<file path="src/b64enc_pkg.sv">
package b64enc_pkg;

   localparam int unsigned BYTE_W   = 8;
   localparam int unsigned CHAR_W   = 7;
   localparam int unsigned SEXTET_W = 6;
   localparam int unsigned GROUP_W  = 3 * BYTE_W;
   localparam int unsigned NCHAR_W  = 3;

   localparam logic [CHAR_W-1:0] PAD_CHAR = 7'h3d;

   // one full or zero-filled three-byte group on its way to the back end
   typedef struct packed {
      logic [GROUP_W-1:0] data;
      logic [NCHAR_W-1:0] nchars;
      logic               last;
   } group_type;

   typedef struct packed {
      logic empty;
      logic full;
   } q_status_type;

   function automatic logic [CHAR_W-1:0] sextet_to_char(input logic [SEXTET_W-1:0] s);
      logic [CHAR_W-1:0] res;
      logic [CHAR_W-1:0] sx;
      sx = {1'b0, s};
      if (s < 6'd26) begin
         res = 7'h41 + sx;
      end else if (s < 6'd52) begin
         res = 7'h61 + sx - 7'd26;
      end else if (s < 6'd62) begin
         res = 7'h30 + sx - 7'd52;
      end else if (s == 6'd62) begin
         res = 7'h2b;
      end else begin
         res = 7'h2f;
      end
      return res;
   endfunction

endpackage

</file>
<file path="src/base64_stream_encoder_core.sv">
// the byte that completes a group or ends the message writes the group into the
// group queue; its characters are then registered in the output register
// throughput: one character per unstalled cycle, four per group; bytes that
// only fill a group are taken 1 per cycle while the 2-entry group queue has room
// reset: synchronous, clears the held bytes, empties the queue and clears rsp_valid
module base64_stream_encoder_core (
   input  logic                          clock,
   input  logic                          reset,
   input  logic                          req_valid,
   output logic                          req_stall,
   input  logic [b64enc_pkg::BYTE_W-1:0] req_data_byte,
   input  logic                          req_last_byte,
   output logic                          rsp_valid,
   input  logic                          rsp_stall,
   output logic [b64enc_pkg::CHAR_W-1:0] rsp_out_char,
   output logic                          rsp_last_char
);

   b64enc_pkg::q_status_type q_status;
   b64enc_pkg::group_type    push_group;
   b64enc_pkg::group_type    head;
   logic                     push;
   logic                     pop;

   b64enc_front u_front (
      .clock         (clock),
      .reset         (reset),
      .req_valid     (req_valid),
      .req_stall     (req_stall),
      .req_data_byte (req_data_byte),
      .req_last_byte (req_last_byte),
      .q_status      (q_status),
      .push          (push),
      .push_group    (push_group)
   );

   b64enc_queue u_queue (
      .clock      (clock),
      .reset      (reset),
      .push       (push),
      .push_group (push_group),
      .pop        (pop),
      .head       (head),
      .q_status   (q_status)
   );

   b64enc_back u_back (
      .clock         (clock),
      .reset         (reset),
      .head          (head),
      .q_status      (q_status),
      .pop           (pop),
      .rsp_valid     (rsp_valid),
      .rsp_stall     (rsp_stall),
      .rsp_out_char  (rsp_out_char),
      .rsp_last_char (rsp_last_char)
   );

endmodule

</file>
<file path="src/b64enc_front.sv">
module b64enc_front (
   input  logic                          clock,
   input  logic                          reset,
   input  logic                          req_valid,
   output logic                          req_stall,
   input  logic [b64enc_pkg::BYTE_W-1:0] req_data_byte,
   input  logic                          req_last_byte,
   input  b64enc_pkg::q_status_type      q_status,
   output logic                          push,
   output b64enc_pkg::group_type         push_group
);

   logic [2*b64enc_pkg::BYTE_W-1:0] pend_bytes_ff, pend_bytes_in;
   logic [1:0]                      pend_cnt_ff, pend_cnt_in;
   logic                            accept;
   logic [b64enc_pkg::BYTE_W-1:0]   h0;

   assign req_stall = q_status.full;
   assign accept    = req_valid && !req_stall;
   assign h0        = pend_bytes_ff[2*b64enc_pkg::BYTE_W-1:b64enc_pkg::BYTE_W];

   always_comb begin
      push          = 1'b0;
      push_group    = '0;
      pend_bytes_in = pend_bytes_ff;
      pend_cnt_in   = pend_cnt_ff;
      if (accept) begin
         if (pend_cnt_ff == 2'd2) begin
            push              = 1'b1;
            push_group.data   = {pend_bytes_ff, req_data_byte};
            push_group.nchars = 3'd4;
            push_group.last   = req_last_byte;
            pend_bytes_in     = '0;
            pend_cnt_in       = 2'd0;
         end else if (req_last_byte) begin
            push            = 1'b1;
            push_group.last = 1'b1;
            if (pend_cnt_ff == 2'd0) begin
               push_group.data   = {req_data_byte, 16'h0000};
               push_group.nchars = 3'd2;
            end else begin
               push_group.data   = {h0, req_data_byte, 8'h00};
               push_group.nchars = 3'd3;
            end
            pend_bytes_in = '0;
            pend_cnt_in   = 2'd0;
         end else begin
            if (pend_cnt_ff == 2'd0) begin
               pend_bytes_in = {req_data_byte, 8'h00};
            end else begin
               pend_bytes_in = {h0, req_data_byte};
            end
            pend_cnt_in = pend_cnt_ff + 2'd1;
         end
      end
   end

   always_ff @(posedge clock) begin
      if (reset) begin
         pend_bytes_ff <= '0;
         pend_cnt_ff   <= 2'd0;
      end else begin
         pend_bytes_ff <= pend_bytes_in;
         pend_cnt_ff   <= pend_cnt_in;
      end
   end

endmodule

</file>
<file path="src/b64enc_queue.sv">
module b64enc_queue (
   input  logic                     clock,
   input  logic                     reset,
   input  logic                     push,
   input  b64enc_pkg::group_type    push_group,
   input  logic                     pop,
   output b64enc_pkg::group_type    head,
   output b64enc_pkg::q_status_type q_status
);

   b64enc_pkg::group_type entry_ff [2];
   logic                  wr_ptr_ff, rd_ptr_ff;
   logic [1:0]            count_ff, count_in;

   assign head           = entry_ff[rd_ptr_ff];
   assign q_status.empty = (count_ff == 2'd0);
   assign q_status.full  = (count_ff == 2'd2);

   always_comb begin
      count_in = count_ff;
      unique case ({push, pop})
         2'b10:   count_in = count_ff + 2'd1;
         2'b01:   count_in = count_ff - 2'd1;
         default: count_in = count_ff;
      endcase
   end

   always_ff @(posedge clock) begin
      if (push) begin
         entry_ff[wr_ptr_ff] <= push_group;
      end
   end

   always_ff @(posedge clock) begin
      if (reset) begin
         wr_ptr_ff <= 1'b0;
         rd_ptr_ff <= 1'b0;
         count_ff  <= 2'd0;
      end else begin
         if (push) begin
            wr_ptr_ff <= !wr_ptr_ff;
         end
         if (pop) begin
            rd_ptr_ff <= !rd_ptr_ff;
         end
         count_ff <= count_in;
      end
   end

   a_no_overflow: assert property (@(posedge clock) disable iff (reset)
      (push && q_status.full) |-> pop)
      else $error("push into full queue");

   a_no_underflow: assert property (@(posedge clock) disable iff (reset)
      pop |-> !q_status.empty)
      else $error("pop from empty queue");

   a_count_range: assert property (@(posedge clock) disable iff (reset)
      count_ff != 2'd3)
      else $error("queue count out of range");

endmodule

</file>
<file path="src/b64enc_back.sv">
module b64enc_back (
   input  logic                          clock,
   input  logic                          reset,
   input  b64enc_pkg::group_type         head,
   input  b64enc_pkg::q_status_type      q_status,
   output logic                          pop,
   output logic                          rsp_valid,
   input  logic                          rsp_stall,
   output logic [b64enc_pkg::CHAR_W-1:0] rsp_out_char,
   output logic                          rsp_last_char
);

   logic [1:0]                          idx_ff;
   logic                                rsp_valid_ff;
   logic [b64enc_pkg::CHAR_W-1:0]       char_ff, char_in;
   logic                                last_ff, last_in;
   logic                                load;
   logic [b64enc_pkg::SEXTET_W-1:0]     sextet;

   // output register takes a new character when a group is queued and the register is empty or being drained
   assign load = !q_status.empty && (!rsp_valid_ff || !rsp_stall);
   assign pop  = load && (idx_ff == 2'd3);

   always_comb begin
      unique case (idx_ff)
         2'd0:    sextet = head.data[23:18];
         2'd1:    sextet = head.data[17:12];
         2'd2:    sextet = head.data[11:6];
         default: sextet = head.data[5:0];
      endcase
      if ({1'b0, idx_ff} < head.nchars) begin
         char_in = b64enc_pkg::sextet_to_char(sextet);
      end else begin
         char_in = b64enc_pkg::PAD_CHAR;
      end
      last_in = (idx_ff == 2'd3) && head.last;
   end

   always_ff @(posedge clock) begin
      if (load) begin
         char_ff <= char_in;
         last_ff <= last_in;
      end
   end

   always_ff @(posedge clock) begin
      if (reset) begin
         idx_ff       <= 2'd0;
         rsp_valid_ff <= 1'b0;
      end else begin
         if (load) begin
            idx_ff       <= idx_ff + 2'd1;
            rsp_valid_ff <= 1'b1;
         end else if (!rsp_stall) begin
            rsp_valid_ff <= 1'b0;
         end
      end
   end

   assign rsp_valid     = rsp_valid_ff;
   assign rsp_out_char  = char_ff;
   assign rsp_last_char = last_ff;

endmodule

</file>
<file path="config.mk">
export PLATFORM = sky130hd
export DESIGN_NAME = base64_stream_encoder_core
export DESIGN_NICKNAME = d
export VERILOG_FILES = /design/src/b64enc_pkg.sv /design/src/base64_stream_encoder_core.sv /design/src/b64enc_front.sv /design/src/b64enc_queue.sv /design/src/b64enc_back.sv
export SDC_FILE = /design/constraint.sdc
export NUM_CORES = 1
export LEC_CHECK = 0
export CAP_MARGIN = 20
export CORE_AREA = 2 2 71 107
export DETAILED_ROUTE_END_ITERATION = 7
export DIE_AREA = 0 0 73 109
export DONT_BUFFER_PORTS = 1
export GPL_TIMING_DRIVEN = 0
export PLACE_DENSITY = 0.82
export SLEW_MARGIN = 20
export SYNTH_ARGS = -nofsm -noshare
export SYNTH_HDL_FRONTEND = slang
export SYNTH_SLANG_ARGS = --single-unit
</file>
<file path="constraint.sdc">
create_clock -name clock -period 3.4 [get_ports clock]
set_input_delay 0 -clock clock [delete_from_list [all_inputs] [get_ports clock]]
set_output_delay 0 -clock clock [all_outputs]
set_load 0.05 [all_outputs]
</file>
## Word level (Yosys, flattened, before mapping)

Memory sizes are Yosys's and may differ from the RTL's. A register that Yosys moved wholly into a read port is not among the register bits.
Index checks and enable logic that the tools add are counted.

| cells by class | value |
|---|---|
| add/sub/neg operators | 9 |
| $lt $le $gt $ge | 4 |
| equality and inequality tests | 9 |
| multiplexer cells | 24 |
| reduce and logical (&&, ||, !) cells | 17 |

Operators with widths:

| operator | count |
|---|---|
| two-way mux 28 bit | 3 |
| two-way mux 16 bit | 3 |
| two-way mux 27 bit | 1 |
| two-way mux 7 bit | 3 |
| one-hot mux 6 bit (3 select lines) | 1 |
| adder 7 x 6 -> 7 bit, first input constant | 2 |
| less-than comparator 6 bit, second input constant | 2 |
| == test 2 bit, second input constant | 5 |
| two-way mux 1 bit | 9 |
| adder 6 x 6 -> 7 bit, first input constant | 1 |
| subtractor 7 x 5 -> 7 bit, second input constant | 1 |
| subtractor 7 x 6 -> 7 bit, second input constant | 1 |
| adder 2 x 1 -> 2 bit, second input constant | 3 |
| == test 6 bit, second input constant | 1 |
| zero test 1 bit | 6 |
| zero test 2 bit | 3 |
| less-than comparator 6 x 5 -> 1 bit, second input constant | 1 |
| == test 2 x 1 -> 1 bit, second input constant | 2 |
| logical AND 1 bit | 4 |
| two-way mux 2 bit | 2 |
| one-hot mux 2 bit (2 select lines) | 1 |
| less-than comparator 2 x 3 -> 1 bit | 1 |
| two-way mux 3 bit | 1 |
| nonzero test 3 bit | 1 |
| other kinds (5) | 5 |

| word-level totals | value |
|---|---|
| register bits after elaboration | 33 |
| memory bits (writable) | 56 |
| logic and storage cells | 74 |
| memories kept | 1 |

Memories:

| memory | words | width | read ports | clocked after Yosys merged registers in | write ports | line | source |
|---|---|---|---|---|---|---|---|
| u_queue.entry_ff | 2 | 28 | 1 | 1 | 1 | b64enc_queue.sv:11 | `b64enc_pkg::group_type entry_ff [2];` |

## Depth between registers and ports, before layout

Gate-level depths: netlist of run 1.

| depth | value |
|---|---|
| depth in word-level cells | 7 |
| gate-level depth with buffers | 12 |
| depth with buffers taken out | 11 |

## Cells and area by module

Synthesis of run 1 repeated with hierarchy kept, for this count alone.

| second synthesis, totals | value |
|---|---|
| cells, all modules | 363 |
| area, all modules | 4357.9 µm² |

By module, submodules not included:

| module | instances | cells an instance | area an instance (µm²) | sequential area each (µm²) |
|---|---|---|---|---|
| b64enc_queue | 1 | 109 | 2219.6 | 1781.7 |
| b64enc_front | 1 | 137 | 1091.0 | 360.3 |
| b64enc_back | 1 | 117 | 1047.3 | 300.3 |

## Worst setup path after synthesis of run 1

OpenSTA, ideal clock, no wires.

| timing | value |
|---|---|
| path type | register to register |
| start | register u_back.idx_ff[0] |
| end | register u_back.char_ff, in the netlist u_back.rsp_out_char[1], data pin |
| library setup time | 0.254 ns |
| arrival time | 2.636 ns |
| required time | 3.146 ns |
| setup slack | 0.509 ns |
| stages on the path, launching flop included | 13 |
| path buffers | 1 |
| period minus slack after synthesis | 2.891 ns |
| cell sequence | dfxtp_1 inv_1 ha_1 buf_2 a22oi_1 nand3_1 nand3_1 inv_1 ha_1 a41oi_1 o21ai_1 and3_1 o21a_1 |

| between the ends | value |
|---|---|
| word-level cells in the longest chain between the ends | 7 |
| elaborated cells on any way between the ends | 16 |
| classes of those cells | add/sub (5); order compare (4); eq/ne (2); mux (4); reduce/logical (1) |

RTL lines:

| what | line | source |
|---|---|---|
| start: declaration | b64enc_back.sv:13 | `logic [1:0] idx_ff;` |
| start signal: assignment | b64enc_back.sv:52 | `idx_ff <= idx_ff + 2'd1;` |
| == test 2 bit, or another cell as far along | b64enc_back.sv:25 | `unique case (idx_ff)` |
| one-hot mux 6 bit (3 select lines) | b64enc_back.sv:25 |  |
| adder 6 x 6 -> 7 bit | b64enc_pkg.sv:32 | `res = 7'h30 + sx - 7'd52;` |
| subtractor 7 x 6 -> 7 bit | b64enc_pkg.sv:32 |  |
| two-way mux 7 bit | b64enc_pkg.sv:31 | `end else if (s < 6'd62) begin` |
| two-way mux 7 bit | b64enc_pkg.sv:29 | `end else if (s < 6'd52) begin` |
| two-way mux 7 bit | b64enc_pkg.sv:27 | `if (s < 6'd26) begin` |
| end signal: assignment | b64enc_back.sv:41 | `char_ff <= char_in;` |
| end: declaration | b64enc_back.sv:15 | `logic [b64enc_pkg::CHAR_W-1:0] char_ff, char_in;` |

Parallel ways exist; a longest one is shown, timed or not.
A chain may end at the register's enable or synchronous reset.

## Final worst setup path of run 1

| timing | value |
|---|---|
| start | register u_back.idx_ff[1] |
| end | register u_back.char_ff, in the netlist u_back.rsp_out_char[3], data pin |

The elaborated chain is that of the path after synthesis.

==> results_dict.tcl, run 1 <==
set metrics [dict create \
    status "complete, but fails checks" \
    violations "hold timing" \
    via_per_inst 6.33 \
    required_ns 3.52 \
    dieHeight_um 109 \
    grt_first_pass_wirelength_um 13300 \
    grt.total_usage_pct 22.7 \
    cts_buffers 9 \
    drive_above_1_share_pct 12.6 \
    p_leak_nw 1.67 \
    r2r_end "u_back.rsp_out_char[3]" \
    cts_tree "done" \
    cts_buffer_depth 2 \
    async_flop_share_pct 0 \
    reg2reg_slack_ns 0.20 \
    final_common_cell "edfxtp_1" \
    fin_ws_ns 0.202 \
    wire_per_inst_um 18.8 \
    fin_cells 446 \
    routed-via-count 2825 \
    area_growth_pct 12.3 \
    io_pins 23 \
    syn_nets 366 \
    drv_slew 0 \
    switching_share_pct 27.0 \
    slew_headroom_pct 32.2 \
    setup_tns_ns 0 \
    utilization_pct 65.2 \
    fp.coreArea_um2 7080 \
    p_per_area_nw_per_um2 534 \
    place_congestion 0.937 \
    timing.rr.start "u_back.idx_ff[1]" \
    yosys_warnings 0 \
    die-area_um2 7960 \
    grt_pass1_vias 2760 \
    endpoint_kind "flip-flop" \
    post-route-period-util_pct 94.1 \
    final_cell_mix "edfxtp_1 (64), nor2_1 (31), a22oi_1 (25), dfxtp_1 (25), nand2_1 (23)" \
    antenna_found_initial 0 \
    drc 0 \
    clkPwrFrac_pct 31.6 \
    cp-start-kind "flip-flop" \
    synth_seq_cells 90 \
    nets 389 \
    criticalPathCategory "reg2reg" \
    design_area_um2 4620 \
    critPathMaxFanout 9 \
    drt_iter0_markers 161 \
    synth_edf_count 64 \
    row_count 38 \
    post-dp-hpwl_um 6050 \
    dp_worst_setup_slack_ns -0.0776 \
    setup_viol 0 \
    post-cts-setup-buffer-count 0 \
    dpl_cell_area_um2 4270 \
    fin_crit_ns 3.20 \
    path_clk_slew_ns 0.08 \
    p_int_mw 1.80 \
    clk_latency_ns 0.37 \
    tightest_slew_ns 1.01 \
    netlist_area_um2 4110 \
    hold_end "u_back.rsp_out_char[3]" \
    grt_setup_unrepaired "no" \
    syn_avg_cell_area_um2 12.2 \
    total_power_mw 2.46 \
    finalHoldViolCount 8 \
    p_comb_share_pct 15.6 \
    wirelength_um 8410 \
    synth.yosys.seq_area_share_pct 59.4 \
    dp_cells 420 \
    maxCapViolCount 0 \
    cts_root_buffer "clkbuf_8" \
    gr-total-overflow 0 \
    cts_sinks 90 \
    synth-main-ff-cell "edfxtp_1" \
    ys_types 54 \
    p_switching_mw 0.665 \
    die_x_um 73 \
    fin_worst_skew_ns 0.00882 \
    hold-path-cell-count 1 \
    worstHoldStart "rsp_stall" \
    dr.pass1.iters 5 \
    cts_htree_levels 3 \
    cp_data_arrival_time_ns 3.32 \
    portBuffers 0 \
    seqPwrFrac_pct 52.7 \
    syn_inst 338 \
    ir_drop_mv 0.410 \
    ant_nets 0 \
    hold_slack_ns -0.00754 \
    grt_max_degree 29 \
    start_util_pct 58.0 \
    max_freq_mhz 313 \
    reg2reg_depth 11 \
    antenna_cells 0 \
    hp-class "in2reg" \
]
## metal layers
| layer | part of all wire [%] | wire (µm) | GRT usage, % | vias up |
|---|---|---|---|---|
| met1 | 38 | 3160 | 25.2 | 1343 |
| met2 | 55 | 4620 | 40.2 | 122 |
| met4 | 3.1 | 261 | 13.0 | 0 |
| met5 | 0 | 0 | 0 | - |
| met3 | 4.3 | 365 | 3.88 | 26 |
| li1 | - | - | - | 1334 |
## synth_stat cells (2+ instances only)
library cell  number  area share [%]
buf_2              5            0.61
nand2b_1           2            0.30
nand4_1            2            0.30
o22ai_1            3            0.46
o21a_1             2            0.37
a31oi_1            2            0.30
a21oi_1            7            0.85
a211oi_1           2            0.37
a22oi_1           25             4.6
o21ai_0            3            0.37
clkbuf_1           6            0.55
o311ai_0           2            0.43
xnor2_1            5             1.1
buf_6              2            0.55
a22o_1            18             3.8
or2_2              2            0.30
nor2_1            33             3.0
inv_1             11             1.0
ha_1              15             4.6
o31ai_1            2            0.37
mux2i_1           12             2.9
nand2_1           23             2.1
o311a_1            2            0.49
dfxtp_1           26              13
and3_1             4            0.61
nand3_2            3            0.73
and2_1            13             2.0
edfxtp_1          64              47
or3_1              3            0.46
inv_2              2            0.18
nor3_2             2            0.49
nand3_1           13             1.6
## how the worst max path moves through the flow
stage | from | to | depth (start not counted)
after detailed placement | u_back.idx_ff[0] | u_back.rsp_out_char[1] | 12
after global placement | u_back.idx_ff[0] | u_back.rsp_out_char[1] | 12
after global routing | u_back.idx_ff[1] | u_back.rsp_out_char[3] | 11
after CTS | u_back.idx_ff[0] | u_back.rsp_out_char[1] | 12
final | u_back.idx_ff[1] | u_back.rsp_out_char[3] | 11
after floorplan | u_back.idx_ff[0] | u_back.rsp_out_char[1] | 12
## cell families (layout without fill, tap and decap cells)
group,Yosys count,in the layout,synth area share (%)
mux,12,12,2.92
simple gates,106,106,13.0
buf+inv,27,55,2.98
flops,90,90,59.4
xor+xnor,6,6,1.28
fa+ha+maj,15,15,4.56
compound gates,82,82,15.9
## area by class of cell
| cell class | instances | area, µm² |
|---|---|---|
| flip-flops and latches | 90 | 2440 |
| plain buffers | 14 | 73.8 |
| inverters | 13 | 48.8 |
| clock inverters | 4 | 45.0 |
| clock buffers | 12 | 178 |
| fillers | 503 | 2470 |
| well taps | 80 | 100 |
| multi-input cells | 221 | 1590 |
| repair buffers | 12 | 140 |
## power groups by stage
stage	combinational [mW]	sequential, mW	clock [mW]
after floorplan	0.266	1.32	0
after global placement	0.338	1.32	0
after detailed placement	0.352	1.32	0
after CTS	0.371	1.30	0.793
after global routing	0.422	1.30	0.842
final	0.385	1.30	0.779
## what timing repair did
action,in CTS,in global routing
endpoints found under the setup margin,4,4
hold buffers,10,0
resized for setup,1,4
gates cloned,0,0
hold endpoints to repair,69,0
## flip-flops by register name (all words and copies together) (netlist names), named ones only
signal and flops:
u_queue.entry_ff 56, u_queue.wr_ptr_ff 1, u_back.idx_ff 2, u_queue.count_ff 2, u_back.rsp_last_char 1, u_front.pend_bytes_ff 16
u_back.rsp_out_char 7, u_queue.rd_ptr_ff 1, u_front.pend_cnt_ff 2, u_back.rsp_valid 1
## critical path: stages (launching register included)
cell	delay [ns]
dfxtp_1	0.49
ha_1	0.22
buf_6	0.14
and2b_2	0.28
nand3_1	0.11
nand3_2	0.21
inv_1	0.23
ha_1	0.38
a41oi_2	0.11
o21ai_2	0.34
a21oi_1	0.10
a311o_1	0.34
Note: power is estimated with default switching activity, not from simulation.
==> run 2, diff against run 1 <==
Settings changed: RECOVER_POWER set to 50.
==> run 2 against run 1 <==
Net effect:
- clock-buffer cell count unchanged
- worst setup slack improved by 0.020 ns
- largest power group unchanged
- clock skew is essentially flat
- the run ends with capacitance limit, slew limit left
==> results_dict.tcl, run 2 (same netlist as run 1, synthesis figures left out) <==
set metrics [dict create \
    hold-path-cell-count 2 \
    grt_setup_unrepaired "no" \
    final_cell_mix "edfxtp_1 (64), nor2_1 (31), a22oi_1 (25), dfxtp_1 (25), nand2_1 (23)" \
    place_congestion 0.937 \
    criticalPathCategory "reg2reg" \
    dieHeight_um 109 \
    gr-total-overflow 0 \
    die_x_um 73 \
    total_power_mw 2.46 \
    drc 0 \
    fin_ws_ns 0.222 \
    cts_sinks 90 \
    fin_crit_ns 3.18 \
    drive_above_1_share_pct 11.7 \
    dr.pass1.iters 5 \
    cts_buffers 9 \
    setup_viol 0 \
    setup_tns_ns 0 \
    path_clk_slew_ns 0.08 \
    hp-class "in2reg" \
    area_growth_pct 11.3 \
    fp.coreArea_um2 7080 \
    cts_buffer_depth 2 \
    cts_root_buffer "clkbuf_8" \
    start_util_pct 58.0 \
    nets 389 \
    routed-via-count 2804 \
    portBuffers 0 \
    row_count 38 \
    die-area_um2 7960 \
    reg2reg_depth 11 \
    p_per_area_nw_per_um2 538 \
    hold_end "u_front.pend_bytes_ff[13]" \
    dpl_cell_area_um2 4270 \
    largest_reg_flops 56 \
    cts_htree_levels 3 \
    required_ns 3.52 \
    drt_iter0_markers 143 \
    tightest_slew_ns 1.53 \
    grt_first_pass_wirelength_um 13300 \
    slew_headroom_pct -1.91 \
    grt_max_degree 29 \
    critPathMaxFanout 9 \
    via_per_inst 6.29 \
    antenna_cells 0 \
    r2r_end "u_back.rsp_out_char[3]" \
    post-cts-setup-buffer-count 0 \
    drv_slew 29 \
    wirelength_um 8480 \
    endpoint_kind "flip-flop" \
    wire_per_inst_um 19.0 \
    cp-start-kind "flip-flop" \
    p_leak_nw 1.66 \
    fin_worst_skew_ns 0.00855 \
    reg2reg_slack_ns 0.22 \
    maxCapViolCount 1 \
    grt.total_usage_pct 22.7 \
    worstHoldStart "reset" \
    violations "capacitance limit, slew limit" \
    fin_cells 446 \
    final_common_cell "edfxtp_1" \
    post-route-period-util_pct 93.5 \
    dp_cells 420 \
    top_register "u_queue.entry_ff" \
    post-dp-hpwl_um 6050 \
    dp_worst_setup_slack_ns -0.0776 \
    ir_drop_mv 0.410 \
    max_freq_mhz 315 \
    antenna_found_initial 0 \
    timing.rr.start "u_back.idx_ff[1]" \
    io_pins 23 \
    finalHoldViolCount 0 \
    grt_pass1_vias 2760 \
    design_area_um2 4580 \
    clk_latency_ns 0.37 \
    cts_tree "done" \
    status "complete, but fails checks" \
    cp_data_arrival_time_ns 3.30 \
    ant_nets 0 \
]
run 2: cell count changes in the layout (fill, tap and decap cells not counted), sizes merged:
cell / delta
buf: -2
clkbuf: +2
run 2: final cells by class:
cell class | instances | area (µm²)
fill | 509 | 2510
sequential | 90 | 2440
clock inverter | 4 | 45.0
clock buffer | 12 | 178
timing repair buffer | 12 | 109
tap | 80 | 100
multi-input combinational | 221 | 1580
inverter | 13 | 48.8
buffer | 14 | 73.8
run 2: layer usage:
layer  vias up  track usage [%]  part of all wire [%]
met5         -                0                     0
met4         0             13.0                   3.1
met3        26             3.88                   4.1
met2       102             40.2                    54
met1      1343             25.2                    38
li1       1333                -                     -
run 2: repair_timing:
item                                    CTS  global route
gates cloned                              0             0
resized for setup                         1             4
hold endpoints to repair                 69             0
endpoints found under the setup margin    4             4
hold buffers                             10             0
run 2: worst max path at each step:
stage,from,to,slack (ns),depth (start not counted)
after floorplan,u_back.idx_ff[0],u_back.rsp_out_char[1],0.51,12
after global placement,u_back.idx_ff[0],u_back.rsp_out_char[1],-0.05,12
after detailed placement,u_back.idx_ff[0],u_back.rsp_out_char[1],-0.08,12
after CTS,u_back.idx_ff[0],u_back.rsp_out_char[1],0.08,12
after global routing,u_back.idx_ff[1],u_back.rsp_out_char[3],0.07,11
final,u_back.idx_ff[1],u_back.rsp_out_char[3],0.22,11
run 2: critical path, stage by stage (launching register included):
cell and delay (ns):
dfxtp_1 0.49, ha_1 0.22, buf_6 0.14, and2b_2 0.28, nand3_1 0.11, nand3_2 0.21, inv_1 0.22, ha_1 0.38
a41oi_2 0.12, o21ai_2 0.33, a21oi_1 0.09, a311o_1 0.34
run 2: through the flow:
stage | utilization, % | hold slack (ns)
after floorplan | - | 0.145
after global placement | 59.4 | 0.149
after detailed placement | 60.2 | 0.160
after CTS | 64.9 | 0.00217
after global routing | 64.6 | 0.0417
final | 64.6 | 0.000794
run 2: where the power goes:
part | internal [mW] | switching, mW | leakage [nW] | total [mW]
Clock | 0.425 | 0.357 | 0.116 | 0.782
Sequential | 1.23 | 0.0682 | 0.849 | 1.30
Combinational | 0.137 | 0.241 | 0.695 | 0.378
Total | 1.79 | 0.666 | 1.66 | 2.46
